<file path="src/design/multiset_permutation_generator_top_macros.svh">
// ----------------------------------------------------------------------------
// multiset permutation generator assertion macros
// shared assertion forms for the controller and the datapath
// ----------------------------------------------------------------------------
`ifndef MULTISET_PERMUTATION_GENERATOR_TOP_MACROS_SVH
`define MULTISET_PERMUTATION_GENERATOR_TOP_MACROS_SVH

// consequent must hold in the same cycle as the antecedent
`define MPG_ASSERT_NOW(lbl, clk, rst_n, ante, cons, msg) \
    lbl: assert property (@(posedge clk) disable iff (!(rst_n)) (ante) |-> (cons)) \
        else $error(msg);

// consequent must hold in the cycle after the antecedent
`define MPG_ASSERT_NEXT(lbl, clk, rst_n, ante, cons, msg) \
    lbl: assert property (@(posedge clk) disable iff (!(rst_n)) (ante) |=> (cons)) \
        else $error(msg);

`endif

</file>
<file path="src/design/mpg_pkg.sv">
// ----------------------------------------------------------------------------
// mpg_pkg
// types, codes and defaults for the multiset permutation generator
// ----------------------------------------------------------------------------
package mpg_pkg;

    // default capacity of the multiset
    localparam int MaxElemsDef = 8;

    // fixed field widths
    localparam int ElemW = 32;
    localparam int PosW  = 3;

    // opcode values
    localparam logic OpLoad = 1'b0;
    localparam logic OpNext = 1'b1;

    // input word
    typedef struct packed {
        logic                    opcode;
        logic signed [ElemW-1:0] value;
        logic                    set_end;
    } t_in_word;

    // output word
    typedef struct packed {
        logic signed [ElemW-1:0] element;
        logic [PosW-1:0]         position;
        logic                    perm_end;
        logic                    done_res;
    } t_out_word;

    // commands from controller to datapath
    typedef struct packed {
        logic load;
        logic walk_step;
        logic restore;
        logic emit_start;
        logic emit_word;
        logic done_word;
    } t_cmd;

    // status from datapath to controller
    typedef struct packed {
        logic walk_ok;
        logic out_free;
        logic exhaust;
        logic back;
        logic take_last;
        logic emit_last;
    } t_sts;

endpackage

</file>
<file path="src/design/mpg_ctrl.sv">
// ----------------------------------------------------------------------------
// mpg_ctrl
// sequencer for loads, backtracking steps and word emission
// ----------------------------------------------------------------------------
`include "multiset_permutation_generator_top_macros.svh"

module mpg_ctrl (
    input  logic          i_clk,
    input  logic          i_rst_n,
    input  logic          i_in_valid,
    input  logic          i_opcode,
    output logic          o_in_stall,
    input  mpg_pkg::t_sts i_sts,
    output mpg_pkg::t_cmd o_cmd
);

    typedef enum logic [4:0] {
        S_IDLE    = 5'b00001,
        S_SEARCH  = 5'b00010,
        S_RESTORE = 5'b00100,
        S_EMIT    = 5'b01000,
        S_DONE    = 5'b10000
    } t_state;

    t_state r_state;
    t_state n_state;
    logic   accept;

    // one item at a time
    assign o_in_stall = (r_state != S_IDLE);
    assign accept     = i_in_valid && (r_state == S_IDLE);

    // next state and commands
    always_comb begin
        n_state = r_state;
        o_cmd   = '0;
        case (r_state)
            S_IDLE: begin
                if (accept) begin
                    if (i_opcode == mpg_pkg::OpLoad) begin
                        o_cmd.load = 1'b1;
                    end else if (i_sts.walk_ok) begin
                        n_state = S_SEARCH;
                    end else begin
                        n_state = S_DONE;
                    end
                end
            end
            S_SEARCH: begin
                o_cmd.walk_step = 1'b1;
                if (i_sts.exhaust) begin
                    n_state = S_DONE;
                end else if (i_sts.back) begin
                    n_state = S_RESTORE;
                end else if (i_sts.take_last) begin
                    o_cmd.emit_start = 1'b1;
                    n_state          = S_EMIT;
                end
            end
            S_RESTORE: begin
                o_cmd.restore = 1'b1;
                n_state       = S_SEARCH;
            end
            S_EMIT: begin
                if (i_sts.out_free) begin
                    o_cmd.emit_word = 1'b1;
                    if (i_sts.emit_last) begin
                        n_state = S_IDLE;
                    end
                end
            end
            S_DONE: begin
                if (i_sts.out_free) begin
                    o_cmd.done_word = 1'b1;
                    n_state         = S_IDLE;
                end
            end
            default: begin
                n_state = S_IDLE;
            end
        endcase
    end

    // state register
    always_ff @(posedge i_clk) begin
        if (!i_rst_n) begin
            r_state <= S_IDLE;
        end else begin
            r_state <= n_state;
        end
    end

    // a request always produces at least one word before idling
    `MPG_ASSERT_NEXT(a_request_leaves_idle, i_clk, i_rst_n, accept && (i_opcode == mpg_pkg::OpNext), r_state != S_IDLE, "request did not start work")
    // words go out only when the output register can take them
    `MPG_ASSERT_NOW(a_push_needs_room, i_clk, i_rst_n, o_cmd.emit_word || o_cmd.done_word, i_sts.out_free, "word pushed into a full output register")
    // the last element ends the permutation
    `MPG_ASSERT_NEXT(a_emit_last_to_idle, i_clk, i_rst_n, (r_state == S_EMIT) && i_sts.out_free && i_sts.emit_last, r_state == S_IDLE, "emission did not finish after last element")

endmodule

</file>
<file path="src/design/mpg_datapath.sv">
// ----------------------------------------------------------------------------
// mpg_datapath
// symbol tables, backtracking state and output register
// ----------------------------------------------------------------------------
`include "multiset_permutation_generator_top_macros.svh"

module mpg_datapath #(
    parameter int MAX_ELEMS = mpg_pkg::MaxElemsDef
) (
    input  logic               i_clk,
    input  logic               i_rst_n,
    input  mpg_pkg::t_in_word  i_word,
    input  mpg_pkg::t_cmd      i_cmd,
    output mpg_pkg::t_sts      o_sts,
    input  logic               i_out_stall,
    output logic               o_out_valid,
    output mpg_pkg::t_out_word o_out_word
);

    localparam int IdxW = (MAX_ELEMS > 1) ? $clog2(MAX_ELEMS) : 1;
    localparam int CntW = $clog2(MAX_ELEMS + 1);
    localparam logic [CntW-1:0] MaxCnt = CntW'(MAX_ELEMS);

    // stores
    logic signed [mpg_pkg::ElemW-1:0] r_table [MAX_ELEMS];
    logic [CntW-1:0]                  r_count [MAX_ELEMS];
    logic [CntW-1:0]                  r_choice [MAX_ELEMS];
    logic signed [mpg_pkg::ElemW-1:0] r_perm [MAX_ELEMS];

    // walk and set state
    logic [IdxW-1:0]    r_level;
    logic [CntW-1:0]    r_elem_total;
    logic [CntW-1:0]    r_distinct;
    logic               r_closed;
    logic               r_exhausted;
    logic [IdxW-1:0]    r_emit_idx;
    logic               r_out_valid;
    mpg_pkg::t_out_word r_out;

    // combinational helpers
    logic [CntW-1:0]      choice;
    logic [IdxW-1:0]      choice_idx;
    logic                 choice_live;
    logic [CntW-1:0]      lvl_ext;
    logic                 level_ok;
    logic                 take;
    logic                 take_last;
    logic [CntW-1:0]      eff_total;
    logic [CntW-1:0]      eff_distinct;
    logic                 room;
    logic [MAX_ELEMS-1:0] hit;
    logic                 any_hit;
    logic [IdxW-1:0]      hit_idx;
    logic [IdxW-1:0]      new_idx;
    logic [IdxW-1:0]      rd_addr;
    logic [CntW-1:0]      rd_cnt;
    logic                 cnt_we;
    logic [IdxW-1:0]      cnt_waddr;
    logic [CntW-1:0]      cnt_wdata;
    logic                 emit_last;
    logic                 out_free;

    // symbol under trial at the current level
    assign choice      = r_choice[r_level];
    assign choice_idx  = choice[IdxW-1:0];
    assign choice_live = (choice < r_distinct);
    assign lvl_ext     = CntW'(r_level);
    assign level_ok    = (lvl_ext < r_elem_total);

    // a closed set starts over on the next load
    assign eff_total    = r_closed ? '0 : r_elem_total;
    assign eff_distinct = r_closed ? '0 : r_distinct;
    assign room         = (eff_total < MaxCnt);
    assign new_idx      = eff_distinct[IdxW-1:0];

    // match against known symbols
    always_comb begin
        for (int j = 0; j < MAX_ELEMS; j++) begin
            hit[j] = (CntW'(j) < eff_distinct) && (r_table[j] == i_word.value);
        end
    end

    always_comb begin
        hit_idx = '0;
        any_hit = 1'b0;
        for (int j = MAX_ELEMS - 1; j >= 0; j--) begin
            if (hit[j]) begin
                hit_idx = IdxW'(j);
                any_hit = 1'b1;
            end
        end
    end

    // single count read port
    assign rd_addr = i_cmd.load ? hit_idx : choice_idx;
    assign rd_cnt  = r_count[rd_addr];

    // classify the walk step
    assign take      = level_ok && choice_live && (rd_cnt != '0);
    assign take_last = take && ((lvl_ext + CntW'(1)) == r_elem_total);

    assign emit_last = ((CntW'(r_emit_idx) + CntW'(1)) == r_elem_total);
    assign out_free  = !r_out_valid || !i_out_stall;

    always_comb begin
        o_sts           = '0;
        o_sts.walk_ok   = r_closed && (r_elem_total != '0) && !r_exhausted;
        o_sts.out_free  = out_free;
        o_sts.exhaust   = !level_ok || (!choice_live && (r_level == '0));
        o_sts.back      = level_ok && !choice_live && (r_level != '0);
        o_sts.take_last = take_last;
        o_sts.emit_last = emit_last;
    end

    // count write port
    always_comb begin
        cnt_we    = 1'b0;
        cnt_waddr = choice_idx;
        cnt_wdata = rd_cnt + CntW'(1);
        if (i_cmd.load && room) begin
            cnt_we = 1'b1;
            if (any_hit) begin
                cnt_waddr = hit_idx;
            end else begin
                cnt_waddr = new_idx;
                cnt_wdata = CntW'(1);
            end
        end else if (i_cmd.walk_step && take && !take_last) begin
            cnt_we    = 1'b1;
            cnt_wdata = rd_cnt - CntW'(1);
        end else if (i_cmd.restore) begin
            cnt_we = 1'b1;
        end
    end

    // table, count and permutation stores
    always_ff @(posedge i_clk) begin
        if (cnt_we) begin
            r_count[cnt_waddr] <= cnt_wdata;
        end
        if (i_cmd.load && room && !any_hit) begin
            r_table[new_idx] <= i_word.value;
        end
        if (i_cmd.walk_step && take) begin
            r_perm[r_level] <= r_table[choice_idx];
        end
    end

    // walk state, set bookkeeping and output valid
    always_ff @(posedge i_clk) begin
        if (!i_rst_n) begin
            r_level      <= '0;
            r_elem_total <= '0;
            r_distinct   <= '0;
            r_closed     <= 1'b0;
            r_exhausted  <= 1'b0;
            r_emit_idx   <= '0;
            r_out_valid  <= 1'b0;
            for (int j = 0; j < MAX_ELEMS; j++) begin
                r_choice[j] <= '0;
            end
        end else begin
            if (i_cmd.load) begin
                r_elem_total <= room ? (eff_total + CntW'(1)) : eff_total;
                r_distinct   <= (room && !any_hit) ? (eff_distinct + CntW'(1)) : eff_distinct;
                r_closed     <= i_word.set_end;
                r_exhausted  <= 1'b0;
                if (r_closed || i_word.set_end) begin
                    r_level <= '0;
                    for (int j = 0; j < MAX_ELEMS; j++) begin
                        r_choice[j] <= '0;
                    end
                end
            end
            if (i_cmd.walk_step) begin
                if (o_sts.exhaust) begin
                    r_exhausted <= 1'b1;
                    r_level     <= '0;
                end else if (o_sts.back) begin
                    r_choice[r_level] <= '0;
                    r_level           <= r_level - IdxW'(1);
                end else if (take && !take_last) begin
                    r_level <= r_level + IdxW'(1);
                end else begin
                    // skip an empty symbol, or step past the one just completed
                    r_choice[r_level] <= choice + CntW'(1);
                end
            end
            if (i_cmd.restore) begin
                r_choice[r_level] <= choice + CntW'(1);
            end
            if (i_cmd.emit_start) begin
                r_emit_idx <= '0;
            end else if (i_cmd.emit_word) begin
                r_emit_idx <= r_emit_idx + IdxW'(1);
            end
            if (i_cmd.emit_word || i_cmd.done_word) begin
                r_out_valid <= 1'b1;
            end else if (!i_out_stall) begin
                r_out_valid <= 1'b0;
            end
        end
    end

    // output payload
    always_ff @(posedge i_clk) begin
        if (i_cmd.emit_word) begin
            r_out.element  <= r_perm[r_emit_idx];
            r_out.position <= mpg_pkg::PosW'(r_emit_idx);
            r_out.perm_end <= emit_last;
            r_out.done_res <= 1'b0;
        end else if (i_cmd.done_word) begin
            r_out.element  <= '0;
            r_out.position <= '0;
            r_out.perm_end <= 1'b1;
            r_out.done_res <= 1'b1;
        end
    end

    assign o_out_valid = r_out_valid;
    assign o_out_word  = r_out;

    // symbol grouping never outgrows the element count
    `MPG_ASSERT_NOW(a_distinct_le_total, i_clk, i_rst_n, 1'b1, r_distinct <= r_elem_total, "more symbols than elements")
    // the walk depth stays inside a closed set
    `MPG_ASSERT_NOW(a_level_in_range, i_clk, i_rst_n, r_closed && (r_elem_total != '0), lvl_ext < r_elem_total, "walk level beyond element count")
    // a done word lands in the output register with its markers
    `MPG_ASSERT_NEXT(a_done_word_out, i_clk, i_rst_n, i_cmd.done_word, r_out_valid && r_out.done_res && r_out.perm_end, "done word not presented")

endmodule

</file>
<file path="src/design/multiset_permutation_generator_top.sv">
// a load leaves the input unstalled and the next word may follow in the next cycle
// a request walks a search step per symbol taken or skipped and a restore
// step per backtrack, then loads its n elements into the output register
// one per free cycle; a refused request loads its done word when there is room
// input stalls from a request until its last word is in the output register
// reset clears the set (empty, open), the walk and the output valid
// ----------------------------------------------------------------------------
// multiset_permutation_generator_top
// loads a multiset and emits its distinct permutations on request
// ----------------------------------------------------------------------------
module multiset_permutation_generator_top #(
    parameter int MAX_ELEMS = mpg_pkg::MaxElemsDef
) (
    input  logic               i_clk,
    input  logic               i_rst_n,
    input  logic               i_in_valid,
    output logic               o_in_stall,
    input  mpg_pkg::t_in_word  i_in_word,
    output logic               o_out_valid,
    input  logic               i_out_stall,
    output mpg_pkg::t_out_word o_out_word
);

    mpg_pkg::t_cmd cmd;
    mpg_pkg::t_sts sts;

    // sequencer
    mpg_ctrl u_ctrl (
        .i_clk      (i_clk),
        .i_rst_n    (i_rst_n),
        .i_in_valid (i_in_valid),
        .i_opcode   (i_in_word.opcode),
        .o_in_stall (o_in_stall),
        .i_sts      (sts),
        .o_cmd      (cmd)
    );

    // storage and walk datapath
    mpg_datapath #(
        .MAX_ELEMS (MAX_ELEMS)
    ) u_datapath (
        .i_clk       (i_clk),
        .i_rst_n     (i_rst_n),
        .i_word      (i_in_word),
        .i_cmd       (cmd),
        .o_sts       (sts),
        .i_out_stall (i_out_stall),
        .o_out_valid (o_out_valid),
        .o_out_word  (o_out_word)
    );

endmodule

</file>
<file path="config.mk">
export PLATFORM = sky130hd
export DESIGN_NAME = multiset_permutation_generator_top
export DESIGN_NICKNAME = d
export VERILOG_FILES = /design/src/design/mpg_pkg.sv /design/src/design/mpg_ctrl.sv /design/src/design/mpg_datapath.sv /design/src/design/multiset_permutation_generator_top.sv
export VERILOG_INCLUDE_DIRS = /design/src /design/src/design
export SDC_FILE = /design/constraint.sdc
export NUM_CORES = 1
export LEC_CHECK = 0
export ABC_CLOCK_PERIOD_IN_PS = 11950
export BUFFER_PORTS_ARGS = -buffer_cell sky130_fd_sc_hd__buf_2
export CAP_MARGIN = 20
export CORE_MARGIN = 1.5
export CORE_UTILIZATION = 45
export CTS_CLUSTER_SIZE = 14
export DETAILED_ROUTE_END_ITERATION = 16
export GPL_TIMING_DRIVEN = 0
export PLACE_DENSITY = 0.6
export SYNTH_ARGS = -nofsm -noshare
export SYNTH_HDL_FRONTEND = slang
export SYNTH_HIERARCHICAL = 1
export SYNTH_SLANG_ARGS = --single-unit
export TNS_END_PERCENT = 5
</file>
<file path="constraint.sdc">
create_clock -name i_clk -period 11.95 [get_ports i_clk]
set_input_delay 0 -clock i_clk [delete_from_list [all_inputs] [get_ports i_clk]]
set_output_delay 0 -clock i_clk [all_outputs]
set_load 0.02 [all_outputs]
</file>
# Word-level counts from Yosys, hierarchy flattened
# Memory sizes are Yosys's and may differ from the RTL's. A register that Yosys moved wholly into a read port is not among the register bits.
# Cells that the tools add are included.
dict set report totals {
  register_bits 59
  latch_bits 0
  ramBits 576
  mem_bits_ro 0
  word_cells 217
  n_memories 4
}
dict set report op_classes {
  add_sub_neg 10
  mul 0
  n_div 0
  n_lt_le_gt_ge 11
  eq_ne 23
  shift 0
  n_mux 104
  bitwise_logic 11
  n_reduce_logical 42
}
# name words word_bits read_ports rd_ports_with_merged_regs wr line_no
set mem_list {}
lappend mem_list {u_datapath.r_perm 8 32 1 1 1 mpg_datapath.sv:28} ;# logic signed [mpg_pkg::ElemW-1:0] r_perm [MAX_ELEMS];
lappend mem_list {u_datapath.r_table 8 32 9 0 1 mpg_datapath.sv:25} ;# logic signed [mpg_pkg::ElemW-1:0] r_table [MAX_ELEMS];
lappend mem_list {u_datapath.r_choice 8 4 1 1 8 mpg_datapath.sv:27} ;# logic [CntW-1:0] r_choice [MAX_ELEMS];
lappend mem_list {u_datapath.r_count 8 4 1 0 1 mpg_datapath.sv:26} ;# logic [CntW-1:0] r_count [MAX_ELEMS];
# operator count
set op_table {}
lappend op_table {{== test 32 bit} 8}
lappend op_table {{two-way mux 37 bit} 2}
lappend op_table {{two-way mux 4 bit} 18}
lappend op_table {{two-way mux 3 bit} 21}
lappend op_table {{two-way mux 1 bit} 53}
lappend op_table {{two-way mux 5 bit} 9}
lappend op_table {{one-hot mux 5 bit (5 select lines)} 1}
lappend op_table {{logical AND 1 bit} 23}
lappend op_table {{adder 4 x 1 -> 4 bit (second input constant)} 4}
lappend op_table {{< comparator 3 x 4 -> 1 bit (first input constant)} 4}
lappend op_table {{inequality test 2 x 1 -> 1 bit (second input constant)} 5}
lappend op_table {{OR 1 bit} 10}
lappend op_table {{adder 3 x 1 -> 4 bit (second input constant)} 2}
lappend op_table {{== test 4 bit} 2}
lappend op_table {{< comparator 1 x 4 -> 1 bit (first input constant)} 2}
lappend op_table {{< comparator 2 x 4 -> 1 bit (first input constant)} 2}
lappend op_table {{nonzero test 4 bit} 2}
lappend op_table {{logical NOT 1 bit} 7}
lappend op_table {{adder 3 x 1 -> 3 bit (second input constant)} 2}
lappend op_table {{AND reduction 6 bit} 1}
lappend op_table {{== test 5 x 1 -> 1 bit (second input constant)} 1}
lappend op_table {{== test 5 x 2 -> 1 bit (second input constant)} 1}
lappend op_table {{== test 5 x 3 -> 1 bit (second input constant)} 1}
lappend op_table {{== test 5 x 4 -> 1 bit (second input constant)} 1}
lappend op_table {{16 further kinds} 19}

# Depth between registers and ports, before layout
# An unclocked memory read counts as a cell.
dict set report logic_depth {
  word_depth 28
  mapped_depth 23
}

# Hierarchy
# The synthesis kept the hierarchy.
# module instances cells_per_inst area_each_um2
set by_module_without_submodules {}
lappend by_module_without_submodules {mpg_datapath 1 2110 29918.7}
lappend by_module_without_submodules {mpg_ctrl 1 51 419.2}

# Worst setup path after synthesis
# OpenSTA, ideal clock, no wires.
dict set report synth_timing {
  path_type {register to register}
  from {register u_datapath.r_level[1]}
  to {memory u_datapath/r_perm[0][0] in the netlist's numbering, enable pin}
  setup_time_ns 0.461
  arrival_ns 6.086
  t_required_ns 11.489
  setup_slack_ns 5.403
  path_stages_with_launch 18
  n_path_buf 3
  cell_sequence {dfxtp_1 -> clkbuf_1 -> inv_1 -> nor2_1 -> a221oi_1 -> o22ai_1 -> clkbuf_1 -> clkbuf_1 -> ha_1 -> a21boi_0 -> o21ai_0 -> nand2b_1 -> a21oi_1 -> nor2b_1 -> nand2_1 -> and3b_1 -> nand2_1 -> nor3_1}
}
dict set report synth_via {
  elab_chain_len 6
}
# element line_no
set synth_lines {}
lappend synth_lines {{start, declared} mpg_datapath.sv:31} ;# logic [IdxW-1:0] r_level;
lappend synth_lines {{start signal, assigned} mpg_datapath.sv:181} ;# r_level <= r_level - IdxW'(1);
lappend synth_lines {{start signal, assigned} mpg_datapath.sv:183} ;# r_level <= r_level + IdxW'(1);
lappend synth_lines {{< comparator 3 x 4 -> 1 bit} mpg_datapath.sv:68} ;# assign level_ok = (lvl_ext < r_elem_total);
lappend synth_lines {{logical AND 1 bit (2 in series)} mpg_datapath.sv:99} ;# assign take = level_ok && choice_live && (rd_cnt != '0);
lappend synth_lines {{logical AND 1 bit} mpg_datapath.sv:144} ;# if (i_cmd.walk_step && take) begin
lappend synth_lines {{two-way mux 1 bit} mpg_datapath.sv:144}
lappend synth_lines {{two-way mux 1 bit (implied by the code)} mpg_datapath.sv:145} ;# r_perm[r_level] <= r_table[choice_idx];
lappend synth_lines {{end, declared} mpg_datapath.sv:28}
# Several ways; a longest one is shown, not always the timed one.

# Worst setup path after layout
dict set report layout_timing {
  from {register u_datapath.r_level[1]}
  to {memory u_datapath/r_count[4][2] in the netlist's numbering (data pin)}
}
dict set report layout_via {
  elab_chain_len 8
  word_cells_on_any_way 11
  cone_classes {1 x add/sub; 1 x order compare; 1 x eq/ne; 2 x mux; 6 x reduce/logical}
}
# element line_no
set layout_lines {}
lappend layout_lines {{parallel branches: the longest is 5 deep, another holds adder 3 x 1 -> 4 bit} -}
lappend layout_lines {{logical AND 1 bit *} mpg_datapath.sv:128} ;# end else if (i_cmd.walk_step && take && !take_last) begin
lappend layout_lines {{two-way mux 4 bit *} mpg_datapath.sv:128}
lappend layout_lines {{two-way mux 4 bit *} mpg_datapath.sv:120} ;# if (i_cmd.load && room) begin
lappend layout_lines {{via u_datapath.cnt_wdata[2]} mpg_datapath.sv:59} ;# logic [CntW-1:0] cnt_wdata;
lappend layout_lines {{end, declared} mpg_datapath.sv:26}
# Mark *: on every way through the listed nets, which the timed path passes.

==> impl_metrics.py <==
metrics = {
    "drt": {
        "first_pass_iters": 6,
        "ant_nets": 0,
        "first_iter_violations": 2123,
        "vias": 19860,
        "viasPerCell": 5.892,
        "wl_per_cell_um": 29.88,
        "drc": 0,
        "wl_mm": 100.7,
    },
    "timing": {
        "slew_viol_final": 0,
        "rsz0062_at_grt": "false",
        "worst_slack_ns": 4.240,
        "slew-limit-headroom_pct": 14.97,
        "finalCritPeriodShare_pct": 64.52,
        "fin_crit_ns": 7.710,
        "tns_ns": 0,
        "tightest_slew_ns": 1.275,
        "max_freq_mhz": 129.7,
        "finalHoldViolations": 0,
        "holdWs_ns": 0.1945,
        "fin_worst_skew_ns": 0.02549,
        "setup_violations": 0,
    },
    "synth": {
        "synth-compound-area-share_pct": 4.574,
        "ys_types": 82,
        "ys_warn_count": 6,
        "synth_top_family_by_area": "multiplexers",
        "syn_nets": 2216,
        "yosys.area_share.simple_pct": 10.32,
        "seq_area_frac_synth_pct": 62.29,
        "synthCells": 2161,
        "synthArstFlopShare_pct": 0,
        "ys.flop_type": "edfxtp_1",
        "synth-seq-cells": 638,
        "synth_mux_area_share_pct": 11.62,
        "synth-xor-area-share_pct": 7.824,
        "synth-edff-count": 612,
        "netlist_area_um2": 30340,
        "synthAdderAreaFrac_pct": 0.7011,
        "syn_area_per_cell_um2": 14.04,
    },
    "run_status": {
        "status": "completed",
    },
    "pwr": {
        "clkPwrFrac_pct": 40.5,
        "switching_share_pct": 25.78,
        "power.internal_mw": 3.954,
        "pwr-share-comb_pct": 11.6,
        "power.total_mw": 5.327,
        "switching_power_mw": 1.373,
        "pwr-share-seq_pct": 47.9,
        "peakVddDrop_mv": 0.1245,
        "p_leak_nw": 11.75,
        "power.density_nw_per_um2": 150.1,
    },
    "setup_path": {
        "worstPathBufferInverterCount": 5,
        "slowest_stage": "clkbuf_1",
        "r2r_setup_slack_ns": 4.24,
        "crit_family": "buffers and inverters",
        "rr_startpoint": "u_datapath/r_level[1]",
        "critPathArrivalTime_ns": 7.98,
        "cpMostUsedCell": "clkbuf_1",
        "r2r-end": "u_datapath/r_count[4][2]",
        "crit_start": "u_datapath/r_level[1]",
        "crit_path_max_fanout": 11,
        "start_kind": "register",
        "worst_r2r_path_depth": 19,
        "cp_slowest_stage_delay_ns": 0.85,
        "cp_data_required_time_ns": 12.22,
        "crit_path_cell_trace": "clkbuf_1 > inv_1 > nor2_1 > a221oi_1 > o22ai_1 > buf_6 > clkbuf_1 > clkbuf_1 > ha_1 > a21boi_0 > o21ai_0 > nand2b_1 > a21oi_1 > nor2b_1 > nand2_1 > nor2_1 > a21boi_0 > or3_1 > a21oi_1",
        "criticalPathCategory": "reg2reg",
        "end_kind": "register",
    },
    "global_routing": {
        "globalRoute.totalOverflow": 0,
        "grt_usage_pct": 29.01,
        "grt_pass1_wl_mm": 142.2,
        "antenna_found_initial": 0,
        "grt_max_degree": 37,
        "first_global_vias": 19480,
    },
    "placement": {
        "dp_hpwl_mm": 76.16,
        "gp_congestion": 0.9688,
        "numPortBuffers": 76,
        "place_ws_ns": 4.442,
    },
    "cts": {
        "htreeDepth": 3,
        "post-cts-setup-buffers": 0,
        "clock_sinks": 638,
        "clk_latency_ns": 0.62,
        "tritoncts": "yes",
        "clk_path_buf_depth": 3,
        "cts.clk_slew.worst_paths_ns": 0.06,
        "post_cts_resized": 0,
        "cts_buffers": 70,
        "cts_root_buf": "clkbuf_16",
    },
    "min_path": {
        "hp-start": "i_in_word[9]",
        "hold_path_end": "u_datapath/r_table[7][8]",
        "hold_path.class": "in2reg",
        "hold_depth": 2,
    },
    "finish": {
        "area_growth_syn_to_layout_pct": 16.98,
        "drive_gt1_share_pct": 18.93,
        "nets": 2493,
        "mostFrequentLayoutCell": "edfxtp_1",
        "final_cell_mix": "612 x edfxtp_1, 157 x xor2_1, 152 x mux2i_1",
        "utilization_pct": 53.03,
    },
    "flow_run": {
        "maxCapViolations": 0,
    },
    "floorplan": {
        "fp.dieH_um": 262.7,
        "die_area_um2": 68990,
        "io_pins": 77,
        "die_x_um": 262.7,
        "start_util_pct": 45.33,
        "rows": 95,
        "core_region_area_um2": 66920,
    },
}
synth_stat cells (10+ instances only):
master | number | area share, %
and2_1 | 19 | 0.39
o21ai_0 | 52 | 0.86
inv_1 | 29 | 0.36
buf_1 | 27 | 0.33
nor3_1 | 43 | 0.71
nand2_1 | 141 | 1.7
nand3_1 | 73 | 1.2
nor2_1 | 122 | 1.5
xnor2_1 | 114 | 3.3
buf_4 | 11 | 0.27
nand4_1 | 55 | 1.1
nor2b_1 | 43 | 0.89
a21oi_1 | 47 | 0.78
nor4_1 | 64 | 1.3
a221oi_1 | 11 | 0.32
mux4_2 | 66 | 4.9
xor2_1 | 157 | 4.5
clkbuf_1 | 56 | 0.69
a31oi_1 | 10 | 0.21
mux2i_1 | 152 | 5.0
a211oi_1 | 10 | 0.25
buf_6 | 21 | 0.78
mux2_2 | 46 | 1.7
buf_2 | 11 | 0.18
ha_1 | 17 | 0.70
edfxtp_1 | 612 | 61
dfxtp_1 | 26 | 1.7
power by group through the flow:
stage	sequential [mW]	combinational (mW)	clock (mW)
floorplan	2.61	0.317	0
global placement	2.60	0.552	0
detailed placement	2.60	0.582	0
CTS	2.55	0.595	2.20
global route	2.56	0.645	2.28
finish	2.55	0.618	2.16
through the flow:
step / std cells / area (um2)
after floorplan: 2161 / 30340
after global placement: 3110 / 31810
after detailed placement: 3187 / 32690
after CTS: 3353 / 35360
after global routing: 3367 / 35480
final: 3370 / 35490
cells by family after synthesis:
group | Yosys count
simple gates | 613
fa+ha+maj | 17
compound gates | 199
xor+xnor | 271
buf+inv | 159
mux | 264
flops | 638
what timing repair did:
action	in CTS	in global routing
hold buffers	38	0
hold endpoints to repair	265	0
endpoints found under the setup margin	0	0
worst max-delay path by stage:
stage	to	depth (start not counted)
2_1_floorplan	u_datapath/r_perm[0][0]	17
3_3_place_gp	u_datapath/r_table[2][10]	10
3_5_place_dp	u_datapath/r_count[3][2]	19
4_1_cts	u_datapath/r_count[4][2]	19
5_1_grt	u_datapath/r_count[0][2]	19
6_report	u_datapath/r_count[4][2]	19
registers in the layout (all words and copies together) (netlist names), named ones only:
name,cells
u_datapath/r_choice,32
u_datapath/r_perm,256
u_datapath/r_elem_total,4
u_datapath/r_level,3
u_datapath/r_table,256
u_datapath/r_closed,1
u_datapath/o_out_word,37
u_datapath/r_count,32
u_datapath/r_exhausted,1
u_datapath/r_distinct,4
u_datapath/r_emit_idx,3
u_ctrl/r_state,5
u_datapath/o_out_valid,1
worst reg2reg max path, cell delays in order (launching register included):
cell      delay, ns
dfxtp_1        0.37
clkbuf_1       0.49
inv_1          0.33
nor2_1         0.26
a221oi_1       0.13
o22ai_1        0.55
buf_6          0.23
clkbuf_1       0.66
clkbuf_1       0.86
ha_1           0.39
a21boi_0       0.12
o21ai_0        0.19
nand2b_1       0.07
a21oi_1        0.27
nor2b_1        0.42
nand2_1        0.37
nor2_1         0.32
a21boi_0       0.17
or3_1          0.38
a21oi_1        0.80
routing by layer:
metal,part of all wire (%),vias up,GRT usage [%]
li1,-,8758,-
met1,43,10160,40.70
met2,47,808,46.47
met3,6.6,129,4.498
met4,2.9,0,9.349
met5,0,-,0
final cells by class:
class / count / area (um2)
flip-flops and latches: 638 / 18900
multi-input cells: 1364 / 10720
diodes: 3 / 7.507
clock buffers: 82 / 1797
plain buffers: 126 / 685.7
inverters: 33 / 123.9
well taps: 873 / 1092
fillers: 5498 / 31430
repair buffers: 205 / 1673
clock inverters: 46 / 493.0
Power figures use the tool's default switching activity.
